$ cat config.mk
export PLATFORM = sky130hd
export DESIGN_NAME = ea2rm_cordic
export DESIGN_NICKNAME = d
export VERILOG_FILES = /design/src/sv/ea2rm_pkg.sv /design/src/sv/ea2rm_cordic.sv
export SDC_FILE = /design/constraint.sdc
export NUM_CORES = 2
export LEC_CHECK = 0
export BUFFER_PORTS_ARGS = -buffer_cell sky130_fd_sc_hd__buf_4
export CORE_MARGIN = 5
export CORE_UTILIZATION = 61
export DETAILED_ROUTE_END_ITERATION = 12
export PLACE_DENSITY = 0.84
export SLEW_MARGIN = 10
export SYNTH_ARGS = -nofsm -noshare
export SYNTH_HDL_FRONTEND = slang
export SYNTH_SLANG_ARGS = --single-unit
$ cat constraint.sdc
create_clock -name clk -period 8 [get_ports clk]
set_clock_uncertainty 0.2 [all_clocks]
set_input_delay 1.6 -clock clk [delete_from_list [all_inputs] [get_ports clk]]
set_output_delay 1.6 -clock clk [all_outputs]
set_load 0.01 [all_outputs]
$ cat src/sv/ea2rm_pkg.sv
// Shared types, constants and tables of the Euler angle to rotation matrix block.
`timescale 1ns / 1ps
package ea2rm_pkg;

	localparam int ANGLE_W = 16;
	localparam int OUT_W   = 16;
	localparam int ORDER_W = 3;

	// Angles are in 1/128 degree steps; a half turn is 23040 and a quarter 11520.
	localparam int ANGLE_LIMIT   = 23040;
	localparam int QUARTER_LIMIT = 11520;
	localparam int MAG_W         = 14;
	localparam int ANG_EXT_W     = ANGLE_W + 1;

	// Radian conversion: mag * PI_Q30 / 23040 split as mag * RAD_A plus the
	// rounded quotient of mag * RAD_B, with PI_Q30 = 23040 * RAD_A + RAD_B.
	localparam int RAD_A_W     = 18;
	localparam int RAD_B_W     = 15;
	localparam int RAD_P_W     = 32;
	localparam int RAD_T_W     = 28;
	localparam int RAD_N_W     = 19;
	localparam int RECIP_W     = 26;
	localparam int RAD_Q_W     = 14;
	localparam int RAD_PRE_SHIFT = 9;
	localparam int RECIP_SHIFT   = 31;
	localparam logic [RAD_A_W-1:0] RAD_A    = 18'd146408;
	localparam logic [RAD_B_W-1:0] RAD_B    = 15'd19106;
	localparam logic [RAD_T_W-1:0] RAD_HALF = 28'd11520;
	// Ceiling of 2^31 / 45; exact for every numerator below 2^19.
	localparam logic [RECIP_W-1:0] RECIP45  = 26'd47721859;

	// Q30 datapath values carry a few guard bits above plus and minus one.
	localparam int Q_W      = 33;
	localparam int Q_FRAC   = 30;
	localparam int PROD_W   = 2 * Q_W;
	localparam int ACC_W    = PROD_W + 2;
	localparam int ATAN_W   = 30;
	localparam int ATAN_LEN = 24;

	localparam int CORDIC_STAGES_DEF = 16;
	localparam int OUT_FRAC_BITS_DEF = 14;

	typedef logic signed [Q_W-1:0] q30_t;
	typedef q30_t mat_t [3][3];

	localparam q30_t GAIN_Q30 = 33'sd652032874;
	localparam q30_t ONE_Q30  = 33'sd1073741824;

	typedef enum logic [ORDER_W-1:0] {
		ORD_ZYX = 3'd0,
		ORD_YZX = 3'd1,
		ORD_ZXY = 3'd2,
		ORD_XZY = 3'd3,
		ORD_YXZ = 3'd4,
		ORD_XYZ = 3'd5
	} order_t;

	function automatic logic [ATAN_W-1:0] atan_q30(input int unsigned idx);
		logic [ATAN_W-1:0] v;
		unique case (idx)
			0:  v = 30'd843314857;
			1:  v = 30'd497837829;
			2:  v = 30'd263043837;
			3:  v = 30'd133525159;
			4:  v = 30'd67021687;
			5:  v = 30'd33543516;
			6:  v = 30'd16775851;
			7:  v = 30'd8388437;
			8:  v = 30'd4194283;
			9:  v = 30'd2097149;
			10: v = 30'd1048576;
			11: v = 30'd524288;
			12: v = 30'd262144;
			13: v = 30'd131072;
			14: v = 30'd65536;
			15: v = 30'd32768;
			16: v = 30'd16384;
			17: v = 30'd8192;
			18: v = 30'd4096;
			19: v = 30'd2048;
			20: v = 30'd1024;
			21: v = 30'd512;
			22: v = 30'd256;
			23: v = 30'd128;
			default: v = '0;
		endcase
		return v;
	endfunction

endpackage

$ cat src/sv/ea2rm_cordic.sv
// Pipelined rotation-mode CORDIC, one register stage per iteration plus a sign fix stage.
`timescale 1ns / 1ps
module ea2rm_cordic #(
	parameter int CORDIC_STAGES = ea2rm_pkg::CORDIC_STAGES_DEF
) (
	input  logic                   clk,
	input  logic [CORDIC_STAGES:0] en,
	input  ea2rm_pkg::q30_t        z_in,
	input  logic                   flip_in,
	output ea2rm_pkg::q30_t        sin_out,
	output ea2rm_pkg::q30_t        cos_out
);
	import ea2rm_pkg::*;

	q30_t x_sk [CORDIC_STAGES];
	q30_t y_sk [CORDIC_STAGES];
	q30_t z_sk [CORDIC_STAGES];
	logic flip_sk [CORDIC_STAGES];
	q30_t sin_so, cos_so;

	for (genvar i = 0; i < CORDIC_STAGES; i++) begin : g_iter
		q30_t xi, yi, zi, at;
		logic fi;
		if (i == 0) begin : g_first
			assign xi = GAIN_Q30;
			assign yi = '0;
			assign zi = z_in;
			assign fi = flip_in;
		end else begin : g_next
			assign xi = x_sk[i-1];
			assign yi = y_sk[i-1];
			assign zi = z_sk[i-1];
			assign fi = flip_sk[i-1];
		end
		assign at = $signed({{(Q_W-ATAN_W){1'b0}}, atan_q30(i)});

		always_ff @(posedge clk) begin
			if (en[i]) begin
				if (!zi[Q_W-1]) begin
					x_sk[i] <= xi - (yi >>> i);
					y_sk[i] <= yi + (xi >>> i);
					z_sk[i] <= zi - at;
				end else begin
					x_sk[i] <= xi + (yi >>> i);
					y_sk[i] <= yi - (xi >>> i);
					z_sk[i] <= zi + at;
				end
				flip_sk[i] <= fi;
			end
		end
	end

	always_ff @(posedge clk) begin
		if (en[CORDIC_STAGES]) begin
			sin_so <= flip_sk[CORDIC_STAGES-1] ? -y_sk[CORDIC_STAGES-1] : y_sk[CORDIC_STAGES-1];
			cos_so <= flip_sk[CORDIC_STAGES-1] ? -x_sk[CORDIC_STAGES-1] : x_sk[CORDIC_STAGES-1];
		end
	end

	assign sin_out = sin_so;
	assign cos_out = cos_so;

endmodule

==> flow_metrics.env <==
export IMPL_antenna_found_initial=4
export IMPL_grt_total_usage=0.2918
export IMPL_synth_edff_count=1431
export IMPL_cts_sinks=1431
export IMPL_cts_hold_buf=0
export IMPL_die_h_um=450.8
export IMPL_stdcell_count=14936
export IMPL_htree_levels=4
export IMPL_r2r_slack_ns=1.70
export IMPL_cp_max_fo=6
export IMPL_finalSetupViolCount=0
export IMPL_cp_common_cell="a21oi_1"
export IMPL_timing_fmax_ghz=0.1588
export IMPL_worst_setup_path_start_kind="register"
export IMPL_finalNetCount=13690
export IMPL_synth_warnings=0
export IMPL_slew_headroom=0.1085
export IMPL_synth_top_area_cell="edfxtp_1"
export IMPL_synth_top_area_share=0.3625
export IMPL_ys_seq_area_frac=0.3625
export IMPL_clkTransAtPathRegs_ns=0.06
export IMPL_period_share=0.7871
export IMPL_syn_area_sq_mm=0.1185
export IMPL_syn_instance_count=12134
export IMPL_worstSetupPathType="register to register"
export IMPL_grt_remaining_overflow=0
export IMPL_cts_resized=0
export IMPL_rows=161
export IMPL_hold_violations=0
export IMPL_fin_tns_setup_ns=0
export IMPL_ff_latch_area_sq_mm=0.04297
export IMPL_initial_core_util=0.6142
export IMPL_routed_wl_mm=308.8
export IMPL_numCtsBuffers=161
export IMPL_arrival_ns=6.66
export IMPL_hold_path_class="register to register"
export IMPL_worst_pin_slew_ns=1.328
export IMPL_synth_simple_area_share=0.1197
export IMPL_rsz0062_at_grt="no"
export IMPL_synth_top_family_by_area="compound AO/OA/AOI/OAI gates"
export IMPL_dieWidth_um=450.8
export IMPL_critPathRequiredTime_ns=8.37
export IMPL_fin_hold_ws_ns=0.2063
export IMPL_grt_pass1_vias=92519
export IMPL_grt_first_pass_wirelength_mm=488.1
export IMPL_n_fill_cell=14996
export IMPL_synth_seq_cells=1431
export IMPL_period_minus_slack_ns=6.297
export IMPL_status="finished, final reports clean"
export IMPL_reg2reg_from="x_sk[0][205]$_DFFE_PP_"
export IMPL_dp_cells=14639
export IMPL_synthMuxAreaShare=0.009901
export IMPL_worstSetupEndpointType="register"
export IMPL_post_cts_setup_buffers=0
export IMPL_area_growth_pct=7.576
export IMPL_cts_root_buf="clkbuf_16"
export IMPL_most_common_layout_cells="edfxtp_1, ha_1, a21oi_1"
export IMPL_ys_async_sr_fraction=0
export IMPL_min_from="z_sk[0][132]$_DFFE_PP_"
export IMPL_final_common_cell="edfxtp_1"
export IMPL_multiInputGateArea_sq_mm=0.07300
export IMPL_yosys_cell_types_count=89
export IMPL_first_iter_violations=8015
export IMPL_finalWeightedCongestion=0.9792
export IMPL_ant_nets=0
export IMPL_cts_tree="built"
export IMPL_final_util=0.6607
export IMPL_synth_area_leaders="edfxtp_1, ha_1, xnor2_1"
export IMPL_r2r_cells=20
export IMPL_crit_slowest_cell="nor4_1"
export IMPL_holdPathEnd="z_sk[0][165]$_DFFE_PP_"
export IMPL_io_buffers=117
export IMPL_critPathTopFamily="simple AND/OR/NAND/NOR gates"
export IMPL_io_pins=118
export IMPL_drc=0
export IMPL_first_pass_iters=7
export IMPL_regToRegEndpoint="y_sk[0][262]$_DFFE_PP_"
export IMPL_viasPerCell=6.381
export IMPL_synthesis_nets=13548
export IMPL_syn_avg_cell_area_sq_um=9.769
export IMPL_cp_depth=20
export IMPL_hpwl_mm=242.9
export IMPL_synth_compound_area_share=0.2062
export IMPL_synthFlopType="edfxtp_1"
export IMPL_min_path_cells=0
export IMPL_drv_cap=0
export IMPL_crit_chain="inv_1 > ha_1 > nor3b_1 > nand2_1 > or3_1 > or2_2 > nor4_1 > nor2_1 > xnor2_1 > ha_1 > a21o_1 > a21oi_1 > nor2b_1 > a311o_1 > a21oi_1 > o21ai_0 > o41a_1 > a311o_1 > a21oi_1 > xnor2_1"
export IMPL_cp_slowest_stage_delay_ns=0.60
export IMPL_wire_per_inst_um=20.67
export IMPL_core_area_sq_mm=0.1930
export IMPL_worst_path_buf_inv=1
export IMPL_grt_start_max_net_pins=86
export IMPL_dieArea_sq_mm=0.2032
export IMPL_insertion_delay_ns=0.83
export IMPL_maxSlewViolCount=0
export IMPL_synthAdderAreaFrac=0.1466
export IMPL_drive_gt1_frac=0.04706
export IMPL_synth_xor_xnor_area_share=0.1334
export IMPL_clockBufferDepth=3
export IMPL_vias=95304
==> how the worst max path moves through the flow <==
stage	to	startpoint
after CTS	y_sk[0][262]$_DFFE_PP_	x_sk[0][205]$_DFFE_PP_
after detailed placement	x_sk[1][130]$_DFFE_PP_	en[11]
after global routing	y_sk[0][262]$_DFFE_PP_	x_sk[0][205]$_DFFE_PP_
final	y_sk[0][262]$_DFFE_PP_	x_sk[0][205]$_DFFE_PP_
after global placement	x_sk[1][130]$_DFFE_PP_	en[11]
after floorplan	y_sk[0][195]$_DFFE_PP_	en[5]
==> cell usage after synthesis (all sizes together), types with 80 or more instances <==
| cell | count |
|---|---|
| edfxtp | 1431 |
| ha | 1317 |
| a21oi | 1245 |
| xnor2 | 1198 |
| nor2 | 900 |
| nand2 | 656 |
| o21ai | 619 |
| a21o | 618 |
| xor2 | 605 |
| inv | 478 |
| nor3 | 280 |
| o21a | 209 |
| nand3 | 196 |
| o21bai | 168 |
| clkbuf | 165 |
| o31ai | 145 |
| nand2b | 142 |
| a31oi | 141 |
| nor2b | 137 |
| a211oi | 124 |
| and3 | 115 |
| nor4 | 93 |
| nand4 | 80 |
==> through the flow <==
step	area [sq um]	setup slack, ns
finish	127500	1.703
global route	127500	1.506
CTS	127500	1.857
detailed placement	122300	1.266
global placement	122300	1.319
floorplan	118500	1.948
==> layout make-up <==
cell class / count / area share
Tap cell: 2526 / 0.02479
Multi-Input combinational cell: 10020 / 0.5725
Inverter: 482 / 0.01419
Sequential cell: 1431 / 0.3370
Timing Repair Buffer: 180 / 0.01060
Clock buffer: 181 / 0.03218
Antenna cell: 1 / 0.00001962
Clock inverter: 115 / 0.008743
==> sequential cells by signal (all words and copies together) (netlist names) <==
| name | count |
|---|---|
| z_sk | 383 |
| x_sk | 470 |
| y_sk | 496 |
| sin_out | 33 |
| flip_sk | 16 |
| cos_out | 33 |
==> layer usage <==
metal  vias up  part of all wire  GRT usage
met5         -                 0          0
met4         0             0.043     0.1166
met3       780             0.061    0.04178
met2      3405              0.49     0.5195
met1     45419              0.40     0.3564
li1      45700                 -          -
==> kinds of logic after synthesis <==
group / after synthesis
xor+xnor: 1804
flops: 1431
mux: 112
compound gates: 3806
buf+inv: 683
fa+ha+maj: 1362
simple gates: 2936
Power is left out: the tool's default activity adds up to more than one toggle a clock period on the data nets, which glitch-free logic cannot reach.
