**src/sv/ea2rm_pkg.sv**
```systemverilog
// Shared types, constants and tables of the Euler angle to rotation matrix block.
`timescale 1ns / 1ps
package ea2rm_pkg;

	localparam int ANGLE_W = 16;
	localparam int OUT_W   = 16;
	localparam int ORDER_W = 3;

	// Angles are in 1/128 degree steps; a half turn is 23040 and a quarter 11520.
	localparam int ANGLE_LIMIT   = 23040;
	localparam int QUARTER_LIMIT = 11520;
	localparam int MAG_W         = 14;
	localparam int ANG_EXT_W     = ANGLE_W + 1;

	// Radian conversion: mag * PI_Q30 / 23040 split as mag * RAD_A plus the
	// rounded quotient of mag * RAD_B, with PI_Q30 = 23040 * RAD_A + RAD_B.
	localparam int RAD_A_W     = 18;
	localparam int RAD_B_W     = 15;
	localparam int RAD_P_W     = 32;
	localparam int RAD_T_W     = 28;
	localparam int RAD_N_W     = 19;
	localparam int RECIP_W     = 26;
	localparam int RAD_Q_W     = 14;
	localparam int RAD_PRE_SHIFT = 9;
	localparam int RECIP_SHIFT   = 31;
	localparam logic [RAD_A_W-1:0] RAD_A    = 18'd146408;
	localparam logic [RAD_B_W-1:0] RAD_B    = 15'd19106;
	localparam logic [RAD_T_W-1:0] RAD_HALF = 28'd11520;
	// Ceiling of 2^31 / 45; exact for every numerator below 2^19.
	localparam logic [RECIP_W-1:0] RECIP45  = 26'd47721859;

	// Q30 datapath values carry a few guard bits above plus and minus one.
	localparam int Q_W      = 33;
	localparam int Q_FRAC   = 30;
	localparam int PROD_W   = 2 * Q_W;
	localparam int ACC_W    = PROD_W + 2;
	localparam int ATAN_W   = 30;
	localparam int ATAN_LEN = 24;

	localparam int CORDIC_STAGES_DEF = 16;
	localparam int OUT_FRAC_BITS_DEF = 14;

	typedef logic signed [Q_W-1:0] q30_t;
	typedef q30_t mat_t [3][3];

	localparam q30_t GAIN_Q30 = 33'sd652032874;
	localparam q30_t ONE_Q30  = 33'sd1073741824;

	typedef enum logic [ORDER_W-1:0] {
		ORD_ZYX = 3'd0,
		ORD_YZX = 3'd1,
		ORD_ZXY = 3'd2,
		ORD_XZY = 3'd3,
		ORD_YXZ = 3'd4,
		ORD_XYZ = 3'd5
	} order_t;

	function automatic logic [ATAN_W-1:0] atan_q30(input int unsigned idx);
		logic [ATAN_W-1:0] v;
		unique case (idx)
			0:  v = 30'd843314857;
			1:  v = 30'd497837829;
			2:  v = 30'd263043837;
			3:  v = 30'd133525159;
			4:  v = 30'd67021687;
			5:  v = 30'd33543516;
			6:  v = 30'd16775851;
			7:  v = 30'd8388437;
			8:  v = 30'd4194283;
			9:  v = 30'd2097149;
			10: v = 30'd1048576;
			11: v = 30'd524288;
			12: v = 30'd262144;
			13: v = 30'd131072;
			14: v = 30'd65536;
			15: v = 30'd32768;
			16: v = 30'd16384;
			17: v = 30'd8192;
			18: v = 30'd4096;
			19: v = 30'd2048;
			20: v = 30'd1024;
			21: v = 30'd512;
			22: v = 30'd256;
			23: v = 30'd128;
			default: v = '0;
		endcase
		return v;
	endfunction

endpackage

```
**src/sv/ea2rm_rad.sv**
```systemverilog
// Three-stage angle saturation, half-turn fold and conversion to Q30 radians.
`timescale 1ns / 1ps
module ea2rm_rad (
	input  logic                                 clk,
	input  logic [2:0]                           en,
	input  logic signed [ea2rm_pkg::ANGLE_W-1:0] angle,
	output ea2rm_pkg::q30_t                      z,
	output logic                                 flip
);
	import ea2rm_pkg::*;

	logic signed [ANG_EXT_W-1:0] sat, fold;
	logic                        fold_flip;

	logic [MAG_W-1:0]   mag_s1;
	logic               neg_s1, flip_s1;
	logic [RAD_P_W-1:0] p_s2;
	logic [RAD_T_W-1:0] t_s2;
	logic               neg_s2, flip_s2;
	q30_t               z_s3;
	logic               flip_s3;

	logic [RAD_N_W-1:0]           num;
	logic [RAD_N_W+RECIP_W-1:0]   quot_full;
	logic [RAD_P_W:0]             sum;

	always_comb begin
		sat = ANG_EXT_W'(angle);
		if (sat > ANG_EXT_W'(ANGLE_LIMIT)) begin
			sat = ANG_EXT_W'(ANGLE_LIMIT);
		end else if (sat < -ANG_EXT_W'(ANGLE_LIMIT)) begin
			sat = -ANG_EXT_W'(ANGLE_LIMIT);
		end
		// Beyond a quarter turn the angle moves a half turn toward zero and the
		// sine and cosine change sign at the end.
		fold_flip = 1'b1;
		if (sat > ANG_EXT_W'(QUARTER_LIMIT)) begin
			fold = sat - ANG_EXT_W'(ANGLE_LIMIT);
		end else if (sat < -ANG_EXT_W'(QUARTER_LIMIT)) begin
			fold = sat + ANG_EXT_W'(ANGLE_LIMIT);
		end else begin
			fold      = sat;
			fold_flip = 1'b0;
		end
	end

	always_ff @(posedge clk) begin
		if (en[0]) begin
			mag_s1  <= fold[ANG_EXT_W-1] ? MAG_W'(-fold) : MAG_W'(fold);
			neg_s1  <= fold[ANG_EXT_W-1];
			flip_s1 <= fold_flip;
		end
	end

	always_ff @(posedge clk) begin
		if (en[1]) begin
			p_s2    <= RAD_P_W'(mag_s1 * RAD_A);
			t_s2    <= RAD_T_W'(mag_s1 * RAD_B) + RAD_HALF;
			neg_s2  <= neg_s1;
			flip_s2 <= flip_s1;
		end
	end

	// Divide by 23040 as a shift by nine and a reciprocal multiply for 45.
	always_comb begin
		num       = t_s2[RAD_T_W-1:RAD_PRE_SHIFT];
		quot_full = num * RECIP45;
		sum       = {1'b0, p_s2} + (RAD_P_W+1)'(quot_full[RECIP_SHIFT +: RAD_Q_W]);
	end

	always_ff @(posedge clk) begin
		if (en[2]) begin
			z_s3    <= neg_s2 ? -$signed(Q_W'(sum)) : $signed(Q_W'(sum));
			flip_s3 <= flip_s2;
		end
	end

	assign z    = z_s3;
	assign flip = flip_s3;

endmodule

```
**config.mk**
```make
export PLATFORM = sky130hd
export DESIGN_NAME = ea2rm_rad
export DESIGN_NICKNAME = d
export VERILOG_FILES = /design/src/sv/ea2rm_pkg.sv /design/src/sv/ea2rm_rad.sv
export SDC_FILE = /design/constraint.sdc
export NUM_CORES = 1
export LEC_CHECK = 0
export ABC_AREA = 1
export BUFFER_PORTS_ARGS = -buffer_cell sky130_fd_sc_hd__buf_2
export CAP_MARGIN = 30
export CORE_ASPECT_RATIO = 1.2
export CORE_MARGIN = 5
export CORE_UTILIZATION = 62
export CTS_CLUSTER_DIAMETER = 30
export DETAILED_ROUTE_END_ITERATION = 7
export PLACE_DENSITY_LB_ADDON = 0.1
export SLEW_MARGIN = 5
export SYNTH_ARGS = -nofsm -noshare
export SYNTH_HDL_FRONTEND = slang
export SYNTH_SLANG_ARGS = --single-unit
```
**constraint.sdc**
```tcl
create_clock -name clk -period 20 [get_ports clk]
set_input_delay 1 -clock clk [delete_from_list [all_inputs] [get_ports clk]]
set_output_delay 1 -clock clk [all_outputs]
set_load 0.01 [all_outputs]
```
==> impl_metrics.env, run 1 <==
export IMPL_fp_dieH_um=207.4
export IMPL_ys_warn_count=0
export IMPL_synth_top_area_cell="ha_1"
export IMPL_finalHoldViolCount=0
export IMPL_htree_levels=3
export IMPL_numCtsBuffers=9
export IMPL_skew_ns=0.009083
export IMPL_synthTopCellsByCount="610 x inv_1, 420 x nand2_1, 380 x ha_1"
export IMPL_synth_top_cell_area_share=0.2361
export IMPL_slew_viol_final=0
export IMPL_port_buffers=53
export IMPL_nNetsFinal=3114
export IMPL_avgViaCountPerCell=5.356
export IMPL_ff2ff_path_depth=38
export IMPL_hold_end="neg_s2$_DFFE_PP_"
export IMPL_synth_area_leaders="ha_1 24%, fa_1 22%, edfxtp_1 15%"
export IMPL_die_area_um2=36210
export IMPL_whs_path_depth=0
export IMPL_drtIter0Drc=782
export IMPL_avgSynthCellArea_um2=8.289
export IMPL_synth_edf_count=100
export IMPL_worst_slew_pin_slew_ns=0.7808
export IMPL_cts_resized=0
export IMPL_antenna_found_initial=0
export IMPL_vias=15542
export IMPL_fmax_mhz=123.3
export IMPL_reg2reg_setup_slack_ns=11.89
export IMPL_cp_data_arrival_time_ns=8.25
export IMPL_hold_path_class="reg2reg"
export IMPL_drive_gt1_frac=0.04248
export IMPL_status="finished, final reports clean"
export IMPL_synth_ff_type="edfxtp_1"
export IMPL_timing_final_crit_share=0.4057
export IMPL_synth_net_count=3054
export IMPL_cp_common_cell="nand2_1"
export IMPL_critPathBufInv=7
export IMPL_timing_rr_start="t_s2[26]$_DFFE_PP_"
export IMPL_first_global_vias=16135
export IMPL_max_cap_violations=0
export IMPL_synth_seq_cells=100
export IMPL_clkTransAtPathRegs_ns=0.07
export IMPL_ant_nets=0
export IMPL_endpoint_kind="register"
export IMPL_synth_cell_types=52
export IMPL_grt_pass1_wl_um=76970
export IMPL_start_util=0.6263
export IMPL_min_from="neg_s1$_DFFE_PP_"
export IMPL_synthArstFlopShare=0
export IMPL_post_cts_buffers=0
export IMPL_r2r_end="z[27]$_DFFE_PP_"
export IMPL_synth_most_common_cell="inv_1"
export IMPL_cp_max_fo=5
export IMPL_clk_latency_ns=0.37
export IMPL_clockBufferDepth=2
export IMPL_seq_area_frac_synth=0.1491
export IMPL_ctsHoldBuffers=0
export IMPL_die_x_um=174.5
export IMPL_setup_worst_path_start_class="register"
export IMPL_critical_path_class="reg2reg"
export IMPL_slowest_delay_ns=0.56
export IMPL_grt_max_degree=43
export IMPL_fin_area_um2=21220
export IMPL_cts_root_buf="clkbuf_16"
export IMPL_fin_tns_setup_ns=0
export IMPL_clkSinkCount=100
export IMPL_slowest_stage="fa_1"
export IMPL_grt_setup_unrepaired="no"
export IMPL_drc=0
export IMPL_cp_data_required_time_ns=20.13
export IMPL_row_count=72
export IMPL_syn_area_um2=20140
export IMPL_first_pass_iters=5
export IMPL_place_congestion=0.9846
export IMPL_grt_overflow=0
export IMPL_multiInputGateArea_um2=14780
export IMPL_regArea_um2=3003
export IMPL_wl_per_cell_um=15.71
export IMPL_routed_wl_um=45590
export IMPL_syn_to_final_growth_pct=5.355
export IMPL_critical_path_top_delay_family="adder cells"
export IMPL_cts_tree="yes"
export IMPL_num_fill_cells=2811
export IMPL_core_um2=32160
export IMPL_io_pins=54
export IMPL_place_hpwl_um=40650
export IMPL_synthCells=2430
export IMPL_n_antenna_cell=0
export IMPL_relSlewSlack=0.4795
export IMPL_finalCriticalPeriod_ns=8.113
export IMPL_placed_cell_area_um2=20910
export IMPL_grt_total_usage=0.2606
export IMPL_setup_viol=0
==> cell usage in the layout (no fill, tap or decap), types with 4 or more instances in the layout <==
cell type / synthesis / routed
a21boi_0: 4 / 4
a21o_1: 10 / 10
a21oi_1: 98 / 98
a31oi_1: 12 / 12
buf_2: 1 / 53
clkbuf_16: 0 / 9
edfxtp_1: 100 / 100
fa_1: 224 / 224
ha_1: 380 / 380
inv_1: 610 / 610
inv_2: 9 / 9
nand2_1: 420 / 420
nand2_2: 6 / 6
nand3_1: 84 / 84
nand3b_1: 10 / 10
nand4_1: 29 / 29
nor2_1: 164 / 164
nor3_1: 21 / 21
nor4_1: 7 / 7
o211ai_1: 4 / 4
o21ai_0: 63 / 63
o21ai_1: 11 / 11
o21bai_1: 4 / 4
xnor2_1: 39 / 39
xor2_1: 75 / 75
xor2_2: 5 / 5
==> flip-flops by register name (all words and copies together), names as in the netlist <==
signal,flops
flip,1
flip_s1,1
neg_s1,1
p_s2,29
t_s2,19
flip_s2,1
z,33
neg_s2,1
mag_s1,14
==> worst max path at each step <==
| stage | to | slack, ns | start | cells past startpoint |
|---|---|---|---|---|
| floorplan | z[27]$_DFFE_PP_ | 12.66 | t_s2[26]$_DFFE_PP_ | 38 |
| global placement | z[31]$_DFFE_PP_ | 11.99 | t_s2[24]$_DFFE_PP_ | 36 |
| detailed placement | z[31]$_DFFE_PP_ | 11.92 | t_s2[26]$_DFFE_PP_ | 38 |
| CTS | z[31]$_DFFE_PP_ | 11.91 | t_s2[26]$_DFFE_PP_ | 38 |
| global route | z[29]$_DFFE_PP_ | 11.14 | t_s2[26]$_DFFE_PP_ | 39 |
| finish | z[27]$_DFFE_PP_ | 11.89 | t_s2[26]$_DFFE_PP_ | 38 |
==> logic make-up after synthesis <==
family,synth area share
simple gates,0.1570
buf+inv,0.1173
compound gates,0.06349
fa+ha+maj,0.4587
xor+xnor,0.05442
flops,0.1491
==> layer usage <==
metal / vias up / GRT usage / share of wire
li1: 7763 / - / -
met1: 7368 / 0.3200 / 0.42
met2: 312 / 0.4782 / 0.51
met3: 99 / 0.02350 / 0.030
met4: 0 / 0.09079 / 0.035
met5: - / 0 / 0
==> area by class of cell <==
cell class,count,share of cell area
flip-flops and latches,100,0.1415
repair buffers,55,0.01380
clock inverters,6,0.003892
multi-input cells,1704,0.6963
inverters,620,0.1097
clock buffers,10,0.01079
well taps,407,0.02400
==> per-stage QoR <==
| step | utilization | worst slack (ns) | hold slack [ns] | std cells |
|---|---|---|---|---|
| floorplan | - | 12.66 | 0.4003 | 2430 |
| global placement | 0.6495 | 11.99 | 0.4672 | 2885 |
| detailed placement | 0.6501 | 11.92 | 0.4695 | 2886 |
| CTS | 0.6598 | 11.91 | 0.4829 | 2902 |
| global route | 0.6598 | 11.14 | 0.4959 | 2902 |
| finish | 0.6598 | 11.89 | 0.4969 | 2902 |
Power of run 1 is left out: the tool's default activity adds up to more than one toggle a clock period on the data nets, which glitch-free logic cannot reach.
==> inputs of run 2 (changes only) <==
--- a/config.mk
+++ b/config.mk
@@ -10,7 +10,7 @@
 export CAP_MARGIN = 30
 export CORE_ASPECT_RATIO = 1.2
 export CORE_MARGIN = 5
-export CORE_UTILIZATION = 62
+export CORE_UTILIZATION = 60
 export CTS_CLUSTER_DIAMETER = 30
 export DETAILED_ROUTE_END_ITERATION = 7
 export PLACE_DENSITY_LB_ADDON = 0.1
==> constraint.sdc (replaced) <==
create_clock -name clk -period 6.56 [get_ports clk]
set_input_delay 0.328 -clock clk [delete_from_list [all_inputs] [get_ports clk]]
set_output_delay 0.328 -clock clk [all_outputs]
set_load 0.01 [all_outputs]
==> run 2 against run 1 <==
The run now ends with setup timing left. Cell area up 16%. Routed wire length up 10%. Clock skew rose by 0.0024 ns. Global-route usage grew 1.4 points. Via count is 7.2% higher. Non-clock buffer count increased by 284. Count of clock-buffer cells in the layout down 1.
==> impl_metrics.env, run 2 (same netlist as run 1, synthesis figures left out) <==
export IMPL_n_antenna_cell=0
export IMPL_io_pins=54
export IMPL_status="finished, violations left"
export IMPL_htree_levels=3
export IMPL_clockBufferDepth=2
export IMPL_multiInputGateArea_um2=15940
export IMPL_fp_dieH_um=210.7
export IMPL_cp_data_required_time_ns=6.70
export IMPL_placed_cell_area_um2=22870
export IMPL_grt_overflow=0
export IMPL_core_um2=33160
export IMPL_slowest_delay_ns=0.56
export IMPL_wl_per_cell_um=15.55
export IMPL_clkTransAtPathRegs_ns=0.08
export IMPL_numCtsBuffers=9
export IMPL_finalCriticalPeriod_ns=7.509
export IMPL_die_x_um=177.3
export IMPL_cp_data_arrival_time_ns=7.65
export IMPL_grt_pass1_wl_um=82370
export IMPL_slew_viol_final=0
export IMPL_ctsHoldBuffers=0
export IMPL_grt_max_degree=51
export IMPL_final_util=0.7421
export IMPL_place_inst=3159
export IMPL_worst_slew_pin_slew_ns=0.6885
export IMPL_setup_worst_path_start_class="register"
export IMPL_place_congestion=0.9592
export IMPL_routed_wl_um=50240
export IMPL_ant_nets=0
export IMPL_drc=0
export IMPL_first_global_vias=17247
export IMPL_port_buffers=53
export IMPL_relSlewSlack=0.5410
export IMPL_slowest_stage="fa_2"
export IMPL_max_cap_violations=0
export IMPL_vias=16667
export IMPL_start_util=0.6075
export IMPL_antenna_found_initial=0
export IMPL_place_ws_ns=-1.116
export IMPL_critical_path_class="reg2reg"
export IMPL_violations="setup timing"
export IMPL_cts_root_buf="clkbuf_16"
export IMPL_regArea_um2=3003
export IMPL_endpoint_kind="register"
export IMPL_stdcell_count=3230
export IMPL_mostFrequentLayoutCell="inv_1"
export IMPL_final_cell_mix="587 x inv_1, 373 x nand2_1, 348 x ha_1"
export IMPL_die_area_um2=37350
export IMPL_timing_final_crit_share=1.145
export IMPL_finalHoldViolCount=0
export IMPL_drive_gt1_frac=0.2133
export IMPL_grt_setup_unrepaired="yes"
export IMPL_largest_reg_flops=33
export IMPL_row_count=73
export IMPL_place_hpwl_um=43110
export IMPL_num_fill_cells=2557
export IMPL_cp_common_cell="nand2_1"
export IMPL_fin_area_um2=24600
export IMPL_skew_ns=0.01152
export IMPL_first_pass_iters=5
export IMPL_avgViaCountPerCell=5.160
export IMPL_cts_tree="yes"
export IMPL_hold_path_class="in2reg"
export IMPL_fmax_mhz=133.2
export IMPL_syn_to_final_growth_pct=22.15
export IMPL_cp_max_fo=5
export IMPL_drtIter0Drc=893
export IMPL_nNetsFinal=3399
export IMPL_clkSinkCount=100
export IMPL_timing_final_ws_setup_ns=-0.9489
export IMPL_clk_latency_ns=0.38
export IMPL_setup_viol=28
export IMPL_grt_total_usage=0.2750
## run 2: final cells by class
class | instances | area share
Inverter | 620 | 0.09469
Sequential cell | 100 | 0.1221
Multi-Input combinational cell | 1705 | 0.6477
Clock inverter | 7 | 0.003458
Timing Repair Buffer | 339 | 0.1000
Clock buffer | 9 | 0.009154
Tap cell | 450 | 0.02288
## run 2: metal layers
layer	up-vias	share of wire	track usage
met1	7859	0.42	0.3427
met3	125	0.033	0.02775
met4	0	0.041	0.1035
li1	8339	-	-
met5	-	0	0
met2	344	0.51	0.4941
## run 2: timing repair
action,in CTS,in global routing
endpoints found under the hold margin,0,0
cloned,1,0
pin swaps,61,61
setup endpoints to repair,28,29
setup buffers,36,22
resized for setup,94,136
## run 2: metrics by stage
step	hold WS (ns)	TNS (ns)
floorplan	0.4003	-5.237
global placement	0.5234	-20.72
detailed placement	0.5259	-24.55
CTS	0.3504	-17.14
global route	0.3769	-29.68
finish	0.3702	-20.18
## run 2: worst max-delay path: cells and delay by family (launching register included)
| family | cells | cell delay [ns] |
|---|---|---|
| compound gates | 9 | 1.46 |
| xor+xnor | 3 | 0.62 |
| fa+ha+maj | 8 | 3.29 |
| buf+inv | 4 | 0.47 |
| flops | 1 | 0.51 |
| simple gates | 9 | 0.93 |
## run 2: path summary, 6_finish.rpt
check	from	end	slack (ns)	cells past startpoint
worst max-delay path	t_s2[26]$_DFFE_PP_	z[24]$_DFFE_PP_	-0.95	33
worst min-delay path	angle[0]	mag_s1[0]$_DFFE_PP_	0.37	3
worst max register to register	t_s2[26]$_DFFE_PP_	z[24]$_DFFE_PP_	-0.95	33
worst min register to register	neg_s1$_DFFE_PP_	neg_s2$_DFFE_PP_	0.53	0
Power of run 2 is left out for the same reason.
